===== src/hw/rtl/lsa_pkg.sv =====
// ----------------------------------------------------------------------------
// lsa_pkg
// Shared constants, codes and controller/datapath interface types for the
// LIFO slot allocator.
// ----------------------------------------------------------------------------
`default_nettype none

package lsa_pkg;

  localparam int unsigned MAX_SLOTS = 1024;
  localparam int unsigned IDX_W     = $clog2(MAX_SLOTS);
  localparam int unsigned CNT_W     = IDX_W + 1;
  localparam int unsigned SIZE_W    = 17;
  localparam int unsigned ALIGN_W   = 6;
  localparam int unsigned UNIT_W    = SIZE_W - ALIGN_W + 1;
  localparam int unsigned PROD_W    = IDX_W + UNIT_W;
  localparam int unsigned ADDR_W    = 48;
  localparam int unsigned CFG_IDX_W = 2;
  localparam int unsigned CFG_W     = ADDR_W;

  localparam int unsigned IN_DATA_W  = ((IDX_W + 7) / 8) * 8;
  localparam int unsigned OUT_BITS   = IDX_W + ADDR_W + CNT_W;
  localparam int unsigned OUT_DATA_W = ((OUT_BITS + 7) / 8) * 8;

  localparam logic [CFG_IDX_W-1:0] REG_NUM_SLOTS     = 2'd0;
  localparam logic [CFG_IDX_W-1:0] REG_SLOT_SIZE_REQ = 2'd1;
  localparam logic [CFG_IDX_W-1:0] REG_BASE_ADDR     = 2'd2;

  localparam logic [CNT_W-1:0]  RESET_NUM_SLOTS = CNT_W'(MAX_SLOTS);
  localparam logic [UNIT_W-1:0] RESET_UNITS     = UNIT_W'(1);

  typedef enum logic [1:0] {
    STATUS_OK       = 2'd0,
    STATUS_EMPTY    = 2'd1,
    STATUS_RANGE    = 2'd2,
    STATUS_OVERFLOW = 2'd3
  } status_t;

  typedef enum logic [1:0] {
    ST_IDLE,
    ST_DECIDE,
    ST_MUL,
    ST_FINISH
  } state_t;

  typedef struct packed {
    logic    capture;
    logic    decide;
    logic    pop;
    logic    fresh;
    logic    push;
    status_t status;
    logic    compute;
    logic    load_out;
  } dp_cmd_t;

  typedef struct packed {
    logic is_free;
    logic stack_empty;
    logic fresh_ok;
    logic in_range;
    logic list_full;
    logic out_busy;
  } dp_status_t;

endpackage

`default_nettype wire


===== src/hw/rtl/lsa_ctrl.sv =====
// ----------------------------------------------------------------------------
// lsa_ctrl
// Request sequencer: capture, decide pop/fresh/push, address multiply,
// result load.
// ----------------------------------------------------------------------------
`default_nettype none

module lsa_ctrl (
  input  wire logic              clk,
  input  wire logic              rst,
  input  wire logic              s_tvalid,
  output logic                   s_tready,
  input  wire lsa_pkg::dp_status_t dp_status,
  input  wire logic              m_tready,
  output lsa_pkg::dp_cmd_t       dp_cmd
);
  import lsa_pkg::*;

  state_t state;
  state_t state_next;

  always_ff @(posedge clk) begin
    if (rst) begin
      state <= ST_IDLE;
    end else begin
      state <= state_next;
    end
  end

  always_comb begin
    state_next = state;
    unique case (state)
      ST_IDLE: begin
        if (s_tvalid) begin
          state_next = ST_DECIDE;
        end
      end
      ST_DECIDE: state_next = ST_MUL;
      ST_MUL:    state_next = ST_FINISH;
      ST_FINISH: begin
        if (!dp_status.out_busy || m_tready) begin
          state_next = ST_IDLE;
        end
      end
      default:   state_next = ST_IDLE;
    endcase
  end

  always_comb begin
    s_tready = 1'b0;
    dp_cmd   = '0;
    unique case (state)
      ST_IDLE: begin
        s_tready       = 1'b1;
        dp_cmd.capture = s_tvalid;
      end
      ST_DECIDE: begin
        dp_cmd.decide = 1'b1;
        dp_cmd.status = STATUS_OK;
        if (!dp_status.is_free) begin
          priority if (!dp_status.stack_empty) begin
            dp_cmd.pop = 1'b1;
          end else if (dp_status.fresh_ok) begin
            dp_cmd.fresh = 1'b1;
          end else begin
            dp_cmd.status = STATUS_EMPTY;
          end
        end else begin
          priority if (!dp_status.in_range) begin
            dp_cmd.status = STATUS_RANGE;
          end else if (dp_status.list_full) begin
            dp_cmd.status = STATUS_OVERFLOW;
          end else begin
            dp_cmd.push = 1'b1;
          end
        end
      end
      ST_MUL: begin
        dp_cmd.compute = 1'b1;
      end
      ST_FINISH: begin
        dp_cmd.load_out = !dp_status.out_busy || m_tready;
      end
      default: begin
        dp_cmd = '0;
      end
    endcase
  end

endmodule

`default_nettype wire


===== config.mk =====
export PLATFORM = sky130hd
export DESIGN_NAME = lsa_ctrl
export DESIGN_NICKNAME = d
export VERILOG_FILES = /design/src/hw/rtl/lsa_pkg.sv /design/src/hw/rtl/lsa_ctrl.sv
export SDC_FILE = /design/constraint.sdc
export NUM_CORES = 1
export LEC_CHECK = 0
export BUFFER_PORTS_ARGS = -buffer_cell sky130_fd_sc_hd__clkbuf_2
export CORE_AREA = 2 2 39 41
export CTS_BUF_LIST = sky130_fd_sc_hd__clkbuf_16
export DETAILED_ROUTE_END_ITERATION = 10
export DIE_AREA = 0 0 41 43
export PLACE_DENSITY = 0.53
export SETUP_SLACK_MARGIN = 0.2
export SYNTH_ARGS = -nofsm -noshare
export SYNTH_HDL_FRONTEND = slang
export SYNTH_SLANG_ARGS = --single-unit
export TNS_END_PERCENT = 10

===== constraint.sdc =====
create_clock -name clk -period 1.5 [get_ports clk]
set_input_delay 0 -clock clk [delete_from_list [all_inputs] [get_ports clk]]
set_output_delay 0 -clock clk [all_outputs]
set_load 0.02 [all_outputs]

=== Yosys cells after proc, flatten, opt, wreduce, memory -nomap -nowiden ===
Cells that the tools add are included.
W data, S select, Z words.

* Reduce and logical (&&, ||, !) cells: 4
* Equality and inequality tests: 5
* Multiplexer cells: 20

{| class="wikitable"
|+ Operators by type and width
! operator !! number
|-
| $mux W1 || 12
|-
| $mux W2 || 6
|-
| $pmux W2 S4 || 1
|-
| $mux W6 || 1
|-
| $eq A2 B2 Y1 const B || 2
|-
| $ne A2 B2 Y1 const B || 2
|-
| $eq A2 B1 Y1 const B || 1
|-
| $logic_not A2 Y1 || 1
|-
| $reduce_and A2 Y1 || 1
|-
| $logic_not A1 Y1 || 1
|-
| $logic_or A1 B1 Y1 || 1
|}

* Input bits: 10
* Register bits after elaboration: 2
* Word-level logic and storage cells: 30

=== Longest topological paths before layout ===
Gate-level depths: netlist of the first run.

* Word-level depth: 4
* Gate-level depth with buffers: 5

=== Least setup slack after synthesis of the first run ===
No wires, ideal clock.

* Kind: reg2out
* From: reg state[1]
* To: out dp_cmd[4] (netlist name)
* Buffers on the path: 0
* Slack: 165 ps
* Cell stages (with the launch flop): 5
* Data arrival time: 1335 ps
* Cell sequence: dfxtp_1 inv_1 ha_1 nand2_1 nor3b_1

{| class="wikitable"
|+ RTL lines
! what !! RTL line !! RTL
|-
| start: declaration || lsa_ctrl.sv:19 || <nowiki>state_t state;</nowiki>
|-
| start signal: assignment || lsa_ctrl.sv:26 || <nowiki>state <= state_next;</nowiki>
|-
| end: declaration || lsa_ctrl.sv:15 || <nowiki>output lsa_pkg::dp_cmd_t dp_cmd</nowiki>
|}

==> flow_metrics.env, run 1 <==
export IMPL_status="complete, no violations"
export IMPL_cts_tree="yes"
export IMPL_post_drt_wl_per_cell_um=8.63
export IMPL_final_core_util_pct=34.0
export IMPL_whs_endpoint="state[0]$_SDFFE_PP0P_"
export IMPL_grt_max_degree=6
export IMPL_rrSetupSlack_ns=0.37
export IMPL_synthArstFlopShare_pct=0
export IMPL_synth_cells=29
export IMPL_critPathBufInv=2
export IMPL_min_period_over_period_pct=81.8
export IMPL_fin_ws_ns=0.273
export IMPL_tns_ns=0
export IMPL_drc=0
export IMPL_diodes=0
export IMPL_hold_ws_ns=0.0624
export IMPL_fillers=148
export IMPL_drt_total_wl_um=578
export IMPL_ir_drop_uv=851
export IMPL_rows=14
export IMPL_cap_violations=0
export IMPL_final_antenna_net_count=0
export IMPL_drt_iter0_markers=1
export IMPL_synth_edf_count=0
export IMPL_port_buffers=19
export IMPL_dpl_hpwl_um=476
export IMPL_end_kind="primary output"
export IMPL_die_h_um=43
export IMPL_drive_gt1_share_pct=56.9
export IMPL_dp_slack_ns=0.333
export IMPL_path_class="flop to primary output"
export IMPL_start_kind="flop"
export IMPL_power_density_mw_per_mm2=1980
export IMPL_ioPinCount=20
export IMPL_first_global_vias=245
export IMPL_place_gp_congestion=0.707
export IMPL_syn_nets=43
export IMPL_holdCritStartpoint="rst"
export IMPL_crit_family="flip-flops"
export IMPL_htreeDepth=1
export IMPL_fin_crit_ns=1.23
export IMPL_multi_input_area_um2=218
export IMPL_cts_path_max_buffers=2
export IMPL_die_x_um=41
export IMPL_die_area_mm2=0.00176
export IMPL_grt_setup_unrepaired="yes"
export IMPL_antenna_found_initial=0
export IMPL_cts_resized=1
export IMPL_relSlewSlack_pct=86.6
export IMPL_initial_utilization_pct=18.5
export IMPL_design_area_um2=470
export IMPL_synth_cell_types=18
export IMPL_drt_pre_antenna_iters=2
export IMPL_path_cells="inv_1, ha_4, nand2_1, nor3b_2, buf_4"
export IMPL_total_power_mw=0.934
export IMPL_cts_root_buf="clkbuf_16"
export IMPL_vias_per_cell=4.22
export IMPL_num_vias=283
export IMPL_numClockSinks=2
export IMPL_largest_register="state"
export IMPL_clock_latency_ns=0.22
export IMPL_dpl_cell_count=64
export IMPL_synthFlopType="dfxtp_1"
export IMPL_ys_ff_latch=2
export IMPL_drv_slew=0
export IMPL_core_mm2=0.00138
export IMPL_fin_nets=67
export IMPL_cts_made_buffers=3
export IMPL_yosysSeqAreaShare_pct=15.6
export IMPL_required_ns=1.50
export IMPL_largest_reg_flops=2
export IMPL_synth_avg_cell_area_um2=8.84
export IMPL_fmax_mhz=815
export IMPL_setup_viol=0
export IMPL_area_delta_synth_final_pct=83.4
export IMPL_cts_setup_buffers=0
export IMPL_crit_arrival_ns=1.23
export IMPL_final_cell_mix="clkbuf_2 (17), inv_1 (5), clkbuf_16 (3)"
export IMPL_synth_area_um2=256
export IMPL_grt_usage_pct=7.31
export IMPL_slowest_stage="dfxtp_1"
export IMPL_holdPathStages=3
export IMPL_seq_area_um2=41.3
export IMPL_cpPeakStageDelay_ns=0.32
export IMPL_r2r_end="state[1]$_SDFFE_PP0P_"
export IMPL_synth_warnings=0
export IMPL_grt_overflow=0
export IMPL_skew_ns=0.00181
export IMPL_tightest_slew_ns=0.200
export IMPL_worstReg2RegStart="state[0]$_SDFFE_PP0P_"
export IMPL_top_regs="state: 2 flops"
export IMPL_clk_pin_slew_worst_paths_ns=0.03
export IMPL_p_leak_nw=0.261
export IMPL_hp_class="input port to flop"
export IMPL_path_max_fanout=5
export IMPL_hold_viol=0
export IMPL_grt_pass1_wl_um=807
export IMPL_ctsHoldBuffers=0
export IMPL_r2r_cells=4
export IMPL_final_cells=67
export IMPL_final_common_cell="clkbuf_2"
export IMPL_placed_area_um2=377
cell families (layout without fill, tap and decap cells):
| logic type | Yosys count | in the layout | synth area share, % |
|---|---|---|---|
| simple gates | 11 | 11 | 34.1 |
| buf+inv | 5 | 27 | 7.32 |
| fa+ha+maj | 4 | 4 | 19.5 |
| compound gates | 6 | 6 | 19.5 |
| mux | 1 | 1 | 3.90 |
| flops | 2 | 2 | 15.6 |
how the worst max path moves through the flow:
| stage | to | slack [ns] | cells past startpoint | from |
|---|---|---|---|---|
| after floorplan | dp_cmd[6] | 0.25 | 3 | state[1]$_SDFFE_PP0P_ |
| after global placement | state[1]$_SDFFE_PP0P_ | 0.37 | 4 | state[0]$_SDFFE_PP0P_ |
| after detailed placement | state[1]$_SDFFE_PP0P_ | 0.33 | 4 | state[0]$_SDFFE_PP0P_ |
| after CTS | dp_cmd[4] | 0.21 | 5 | state[1]$_SDFFE_PP0P_ |
| after global routing | dp_cmd[6] | 0.19 | 4 | state[1]$_SDFFE_PP0P_ |
| final | dp_cmd[4] | 0.27 | 5 | state[1]$_SDFFE_PP0P_ |
worst register-to-register path: stages, from the launching register on:
cell and delay [ns]:
dfxtp_2 0.34, ha_1 0.24, nand3b_4 0.09, a21boi_4 0.18, mux2i_1 0.20
per-layer routing:
layer  wire [µm]  track usage (%)  vias to the layer above
li1            -                -                      144
met1         228             5.41                      118
met2         249             11.6                       19
met3          85             3.66                        2
met4          15             8.00                        0
met5           0                0                        -
where the power goes:
| part | internal, mW | total (mW) | switching, mW | leakage [nW] |
|---|---|---|---|---|
| Combinational | 0.180 | 0.421 | 0.241 | 0.207 |
| Sequential | 0.0815 | 0.113 | 0.0313 | 0.0168 |
| Clock | 0.339 | 0.400 | 0.0605 | 0.0370 |
synth_stat cells (all sizes together) (2+ instances only):
| cell | count | area, µm² |
|---|---|---|
| a21oi | 2 | 10.0 |
| nor3b | 3 | 22.5 |
| inv | 5 | 18.8 |
| ha | 4 | 50.1 |
| dfxtp | 2 | 40.0 |
| a21boi | 2 | 26.3 |
final cells by class:
cell class / instances / share of cell area, %
Multi-Input combinational cell: 22 / 46.3
Timing Repair Buffer: 19 / 20.7
Clock buffer: 3 / 16.0
Sequential cell: 2 / 8.78
Tap cell: 16 / 4.26
Inverter: 5 / 3.99
No activity file was read; power rests on OpenSTA's default activity.
==> run 2, diff against run 1 <==
--- a/config.mk
+++ b/config.mk
@@ -10,7 +10,7 @@
 export CTS_BUF_LIST = sky130_fd_sc_hd__clkbuf_16
 export DETAILED_ROUTE_END_ITERATION = 10
 export DIE_AREA = 0 0 41 43
-export PLACE_DENSITY = 0.53
+export PLACE_DENSITY = 0.55
 export SETUP_SLACK_MARGIN = 0.2
 export SYNTH_ARGS = -nofsm -noshare
 export SYNTH_HDL_FRONTEND = slang
==> constraint.sdc (replaced) <==
create_clock -name clk -period 1.1 [get_ports clk]
set_input_delay 0 -clock clk [delete_from_list [all_inputs] [get_ports clk]]
set_output_delay 0 -clock clk [all_outputs]
set_load 0.02 [all_outputs]
==> flow_metrics.env, run 2 (synthesis results as in run 1) <==
export IMPL_fin_nets=71
export IMPL_end_kind="primary output"
export IMPL_tightest_slew_ns=0.321
export IMPL_met3_usage_pct=4.71
export IMPL_post_drt_wl_per_cell_um=11.2
export IMPL_clk_pin_slew_worst_paths_ns=0.03
export IMPL_setup_viol=8
export IMPL_drt_pre_antenna_iters=2
export IMPL_final_antenna_net_count=0
export IMPL_largest_register="state"
export IMPL_ioPinCount=20
export IMPL_grt_setup_unrepaired="yes"
export IMPL_drv_slew=0
export IMPL_dpl_cell_count=64
export IMPL_antenna_found_initial=0
export IMPL_skew_ns=0.00410
export IMPL_cap_violations=0
export IMPL_grt_most_used_layer="met2"
export IMPL_slowest_stage="dfxtp_4"
export IMPL_num_vias=310
export IMPL_die_x_um=41
export IMPL_min_period_over_period_pct=108
export IMPL_cts_root_buf="clkbuf_16"
export IMPL_initial_utilization_pct=18.5
export IMPL_final_cells=71
export IMPL_fin_ws_ns=-0.0903
export IMPL_cts_made_buffers=3
export IMPL_cts_path_max_buffers=2
export IMPL_ctsHoldBuffers=0
export IMPL_grt_max_degree=6
export IMPL_dpl_hpwl_um=501
export IMPL_rows=14
export IMPL_placed_area_um2=452
export IMPL_fillers=135
export IMPL_grt_overflow=0
export IMPL_status="finished, violations left"
export IMPL_required_ns=1.10
export IMPL_drt_iter0_markers=2
export IMPL_grt_use_met1_pct=7.01
export IMPL_drt_total_wl_um=795
export IMPL_path_cells="inv_4, ha_4, nand2_4, nor3b_4, clkbuf_8"
export IMPL_tns_ns=-0.384
export IMPL_first_global_vias=308
export IMPL_drive_gt1_share_pct=78.2
export IMPL_gr_usage_met2_pct=20.0
export IMPL_area_delta_synth_final_pct=151
export IMPL_die_h_um=43
export IMPL_numClockSinks=2
export IMPL_hold_viol=0
export IMPL_path_max_fanout=4
export IMPL_diodes=0
export IMPL_clock_latency_ns=0.22
export IMPL_relSlewSlack_pct=78.5
export IMPL_final_common_cell="clkbuf_2"
export IMPL_die_area_mm2=0.00176
export IMPL_largest_reg_flops=2
export IMPL_drc=0
export IMPL_top_regs="state: 2 flops"
export IMPL_place_gp_congestion=0.644
export IMPL_design_area_um2=644
export IMPL_violations="negative setup slack"
export IMPL_start_kind="flop"
export IMPL_power_density_mw_per_mm2=2640
export IMPL_cpPeakStageDelay_ns=0.35
export IMPL_hold_ws_ns=0.0567
export IMPL_fmax_mhz=840
export IMPL_core_mm2=0.00138
export IMPL_crit_arrival_ns=1.19
export IMPL_grt_pass1_wl_um=1170
export IMPL_p_leak_nw=0.317
export IMPL_port_buffers=19
export IMPL_fin_crit_ns=1.19
export IMPL_grt_usage_pct=11.0
export IMPL_ir_drop_uv=1530
export IMPL_vias_per_cell=4.37
export IMPL_hp_class="input port to flop"
export IMPL_path_class="flop to primary output"
export IMPL_final_cell_mix="clkbuf_2 (9), buf_4 (5), ha_4 (4), buf_6 (4)"
export IMPL_htreeDepth=1
export IMPL_cts_tree="yes"
[run 2: cell count changes in the layout (fill, tap and decap cells not counted), moves of 3 or more]
cell	delta
clkbuf_2	-8
ha_4	+3
clkbuf_8	+3
buf_4	+4
buf_6	+4
[run 2: power by group]
part           switching (mW)  leakage, nW  internal (mW)
Sequential             0.0728       0.0178          0.128
Combinational           0.427        0.262          0.523
Clock                  0.0868       0.0370          0.463
Total                   0.587        0.317           1.11
[run 2: through the flow]
stage	power [mW]	setup WS (ns)	util, %
after floorplan	0.728	0.102	-
after global placement	0.873	0.0570	32.6
after detailed placement	0.865	0.0332	32.6
after CTS	1.63	-0.0852	44.3
after global routing	1.81	-0.140	46.6
final	1.70	-0.0903	46.6
[run 2: worst max-delay path: cells and delay by family, from the launching register on]
family,cells,cell delay (ns)
DFF,1,0.35
buffers and inverters,2,0.24
and+or+nand+nor,2,0.24
adders and majority gates,1,0.15
[run 2: final cells by class]
class	instances	area (µm²)	area share, %
Clock buffer	3	75.1	11.7
Inverter	5	23.8	3.69
Multi-Input combinational cell	22	287	44.5
Sequential cell	2	47.5	7.38
Tap cell	16	20.0	3.11
Timing Repair Buffer	23	191	29.7
[run 2: layer usage]
layer  share of wire, %  up-vias  wire length, µm
met5                  0        -                0
met2                 64       14              510
li1                   -      150                -
met1                 28      144              226
met3                5.3        2               42
met4                1.9        0               15
[run 2: worst paths after layout]
path | startpoint | endpoint | slack, ns | cells past startpoint
max | state[1]$_SDFFE_PP0P_ | dp_cmd[4] | -0.09 | 5
min | rst | state[0]$_SDFFE_PP0P_ | 0.06 | 3
max reg2reg | state[1]$_SDFFE_PP0P_ | state[1]$_SDFFE_PP0P_ | -0.05 | 5
min reg2reg | state[0]$_SDFFE_PP0P_ | state[0]$_SDFFE_PP0P_ | 0.57 | 1
[run 2: what timing repair did]
item                       4_1_cts  5_1_grt
pin swaps                        2        0
gates resized for setup         15       14
setup endpoints to repair       12       12
buffers inserted                 4        0
==> run 3, diff against run 2 <==
--- a/config.mk
+++ b/config.mk
@@ -10,7 +10,7 @@
 export CTS_BUF_LIST = sky130_fd_sc_hd__clkbuf_16
 export DETAILED_ROUTE_END_ITERATION = 10
 export DIE_AREA = 0 0 41 43
-export PLACE_DENSITY = 0.55
+export PLACE_DENSITY = 0.53
 export SETUP_SLACK_MARGIN = 0.2
 export SYNTH_ARGS = -nofsm -noshare
 export SYNTH_HDL_FRONTEND = slang
==> constraint.sdc (replaced) <==
create_clock -name clk -period 1.3 [get_ports clk]
set_input_delay 0 -clock clk [delete_from_list [all_inputs] [get_ports clk]]
set_output_delay 0 -clock clk [all_outputs]
set_load 0.02 [all_outputs]
==> flow_metrics.env, run 3 (synthesis results as in run 1) <==
export IMPL_die_area_mm2=0.00176
export IMPL_core_mm2=0.00138
export IMPL_ctsHoldBuffers=0
export IMPL_start_kind="flop"
export IMPL_grt_usage_pct=8.42
export IMPL_design_area_um2=512
export IMPL_fmax_mhz=880
export IMPL_worst_path_stages=5
export IMPL_slowest_stage="dfxtp_4"
export IMPL_cts_setup_buffers=0
export IMPL_place_gp_congestion=0.666
export IMPL_largest_register="state"
export IMPL_met2_length_um=287
export IMPL_final_common_cell="clkbuf_2"
export IMPL_cpPeakStageDelay_ns=0.35
export IMPL_drt_iter0_markers=1
export IMPL_critPathBufInv=2
export IMPL_grt_setup_unrepaired="yes"
export IMPL_drive_gt1_share_pct=68.6
export IMPL_holdCritStartpoint="rst"
export IMPL_rows=14
export IMPL_path_max_fanout=5
export IMPL_dp_slack_ns=0.177
export IMPL_ioPinCount=20
export IMPL_grt_max_degree=6
export IMPL_final_cell_mix="clkbuf_2 (17), inv_1 (3), ha_4 (3), clkbuf_16 (3)"
export IMPL_clk_pin_slew_worst_paths_ns=0.03
export IMPL_final_core_util_pct=37.0
export IMPL_drt_pre_antenna_iters=2
export IMPL_cts_tree="yes"
export IMPL_cts_path_max_buffers=2
export IMPL_hold_viol=0
export IMPL_skew_ns=0.00162
export IMPL_topRoutingLayerUsed="met3"
export IMPL_min_period_over_period_pct=87.4
export IMPL_first_global_vias=252
export IMPL_end_kind="primary output"
export IMPL_fin_nets=67
export IMPL_crit_family="flip-flops"
export IMPL_numClockSinks=2
export IMPL_area_delta_synth_final_pct=99.5
export IMPL_holdPathStages=3
export IMPL_vias_per_cell=4.12
export IMPL_die_x_um=41
export IMPL_hp_class="input port to flop"
export IMPL_die_h_um=43
export IMPL_cts_made_buffers=3
export IMPL_placed_area_um2=382
export IMPL_setup_viol=0
export IMPL_cap_violations=0
export IMPL_diodes=0
export IMPL_grt_pass1_wl_um=959
export IMPL_route_met3_wl_um=97
export IMPL_path_cells="inv_4, ha_4, nand2_2, nor3b_2, buf_4"
export IMPL_p_leak_nw=0.264
export IMPL_cts_root_buf="clkbuf_16"
export IMPL_drv_slew=0
export IMPL_total_power_mw=1.17
export IMPL_status="complete, no violations"
export IMPL_drt_total_wl_um=577
export IMPL_final_antenna_net_count=0
export IMPL_largest_reg_flops=2
export IMPL_r2r_cells=4
export IMPL_port_buffers=19
export IMPL_wl_met1_um=192
export IMPL_tightest_slew_ns=0.172
export IMPL_power_density_mw_per_mm2=2290
export IMPL_clock_latency_ns=0.22
export IMPL_crit_path_start="state[1]$_SDFFE_PP0P_"
export IMPL_fin_crit_ns=1.14
export IMPL_drc=0
export IMPL_grt_overflow=0
export IMPL_fin_ws_ns=0.164
export IMPL_required_ns=1.30
export IMPL_tns_ns=0
export IMPL_post_drt_wl_per_cell_um=8.61
export IMPL_htreeDepth=1
export IMPL_relSlewSlack_pct=88.5
export IMPL_worstReg2RegStart="state[0]$_SDFFE_PP0P_"
export IMPL_crit_arrival_ns=1.14
export IMPL_top_regs="state: 2 flops"
export IMPL_initial_utilization_pct=18.5
export IMPL_path_class="flop to primary output"
export IMPL_ir_drop_uv=1250
export IMPL_antenna_found_initial=0
export IMPL_num_vias=276
export IMPL_dpl_hpwl_um=457
==> run 3: changes by cell type in the layout (fill, tap and decap cells not counted), sizes merged <==
cell	previous run	this run
buf	10	1
clkbuf	16	21
==> run 3: final timing paths <==
kind | slack, ns | endpoint
max | 0.16 | dp_cmd[4]
min | 0.05 | state[0]$_SDFFE_PP0P_
max reg2reg | 0.25 | state[1]$_SDFFE_PP0P_
min reg2reg | 0.53 | state[0]$_SDFFE_PP0P_
==> run 3: stage by stage <==
step	hold WS [ns]	instances
after floorplan	0.0511	29
after global placement	0.288	64
after detailed placement	0.285	64
after CTS	0.0583	67
after global routing	0.0831	67
final	0.0499	67
==> run 3: worst min-delay path, delay by kind of cell <==
kind	cells	cell delay [ns]
buffers and inverters	1	0.09
AO/OA/AOI/OAI	2	0.13
==> run 3: power breakdown <==
group / internal (mW) / switching (mW) / total (mW)
clock: 0.390 / 0.0602 / 0.451
sequential: 0.108 / 0.0571 / 0.165
combinational: 0.256 / 0.299 / 0.555
==> run 3: cell type report <==
type,count,area [µm²]
clock buffer,3,75.1
fill,141,872
inverter,5,21.3
multi-input combinational,22,248
sequential,2,47.5
tap,16,20.0
timing repair buffer,19,100
==> run 3: per-layer routing <==
layer | vias up | track usage, %
li1 | 144 | -
met1 | 118 | 7.03
met2 | 14 | 14.7
met3 | 0 | 6.28
met4 | 0 | 2.00
met5 | - | 0
==> run 3: repair_timing <==
| item | 4_1_cts | 5_1_grt |
|---|---|---|
| pin swaps | 3 | 1 |
| setup endpoints to repair | 10 | 10 |
| resized for setup | 15 | 2 |
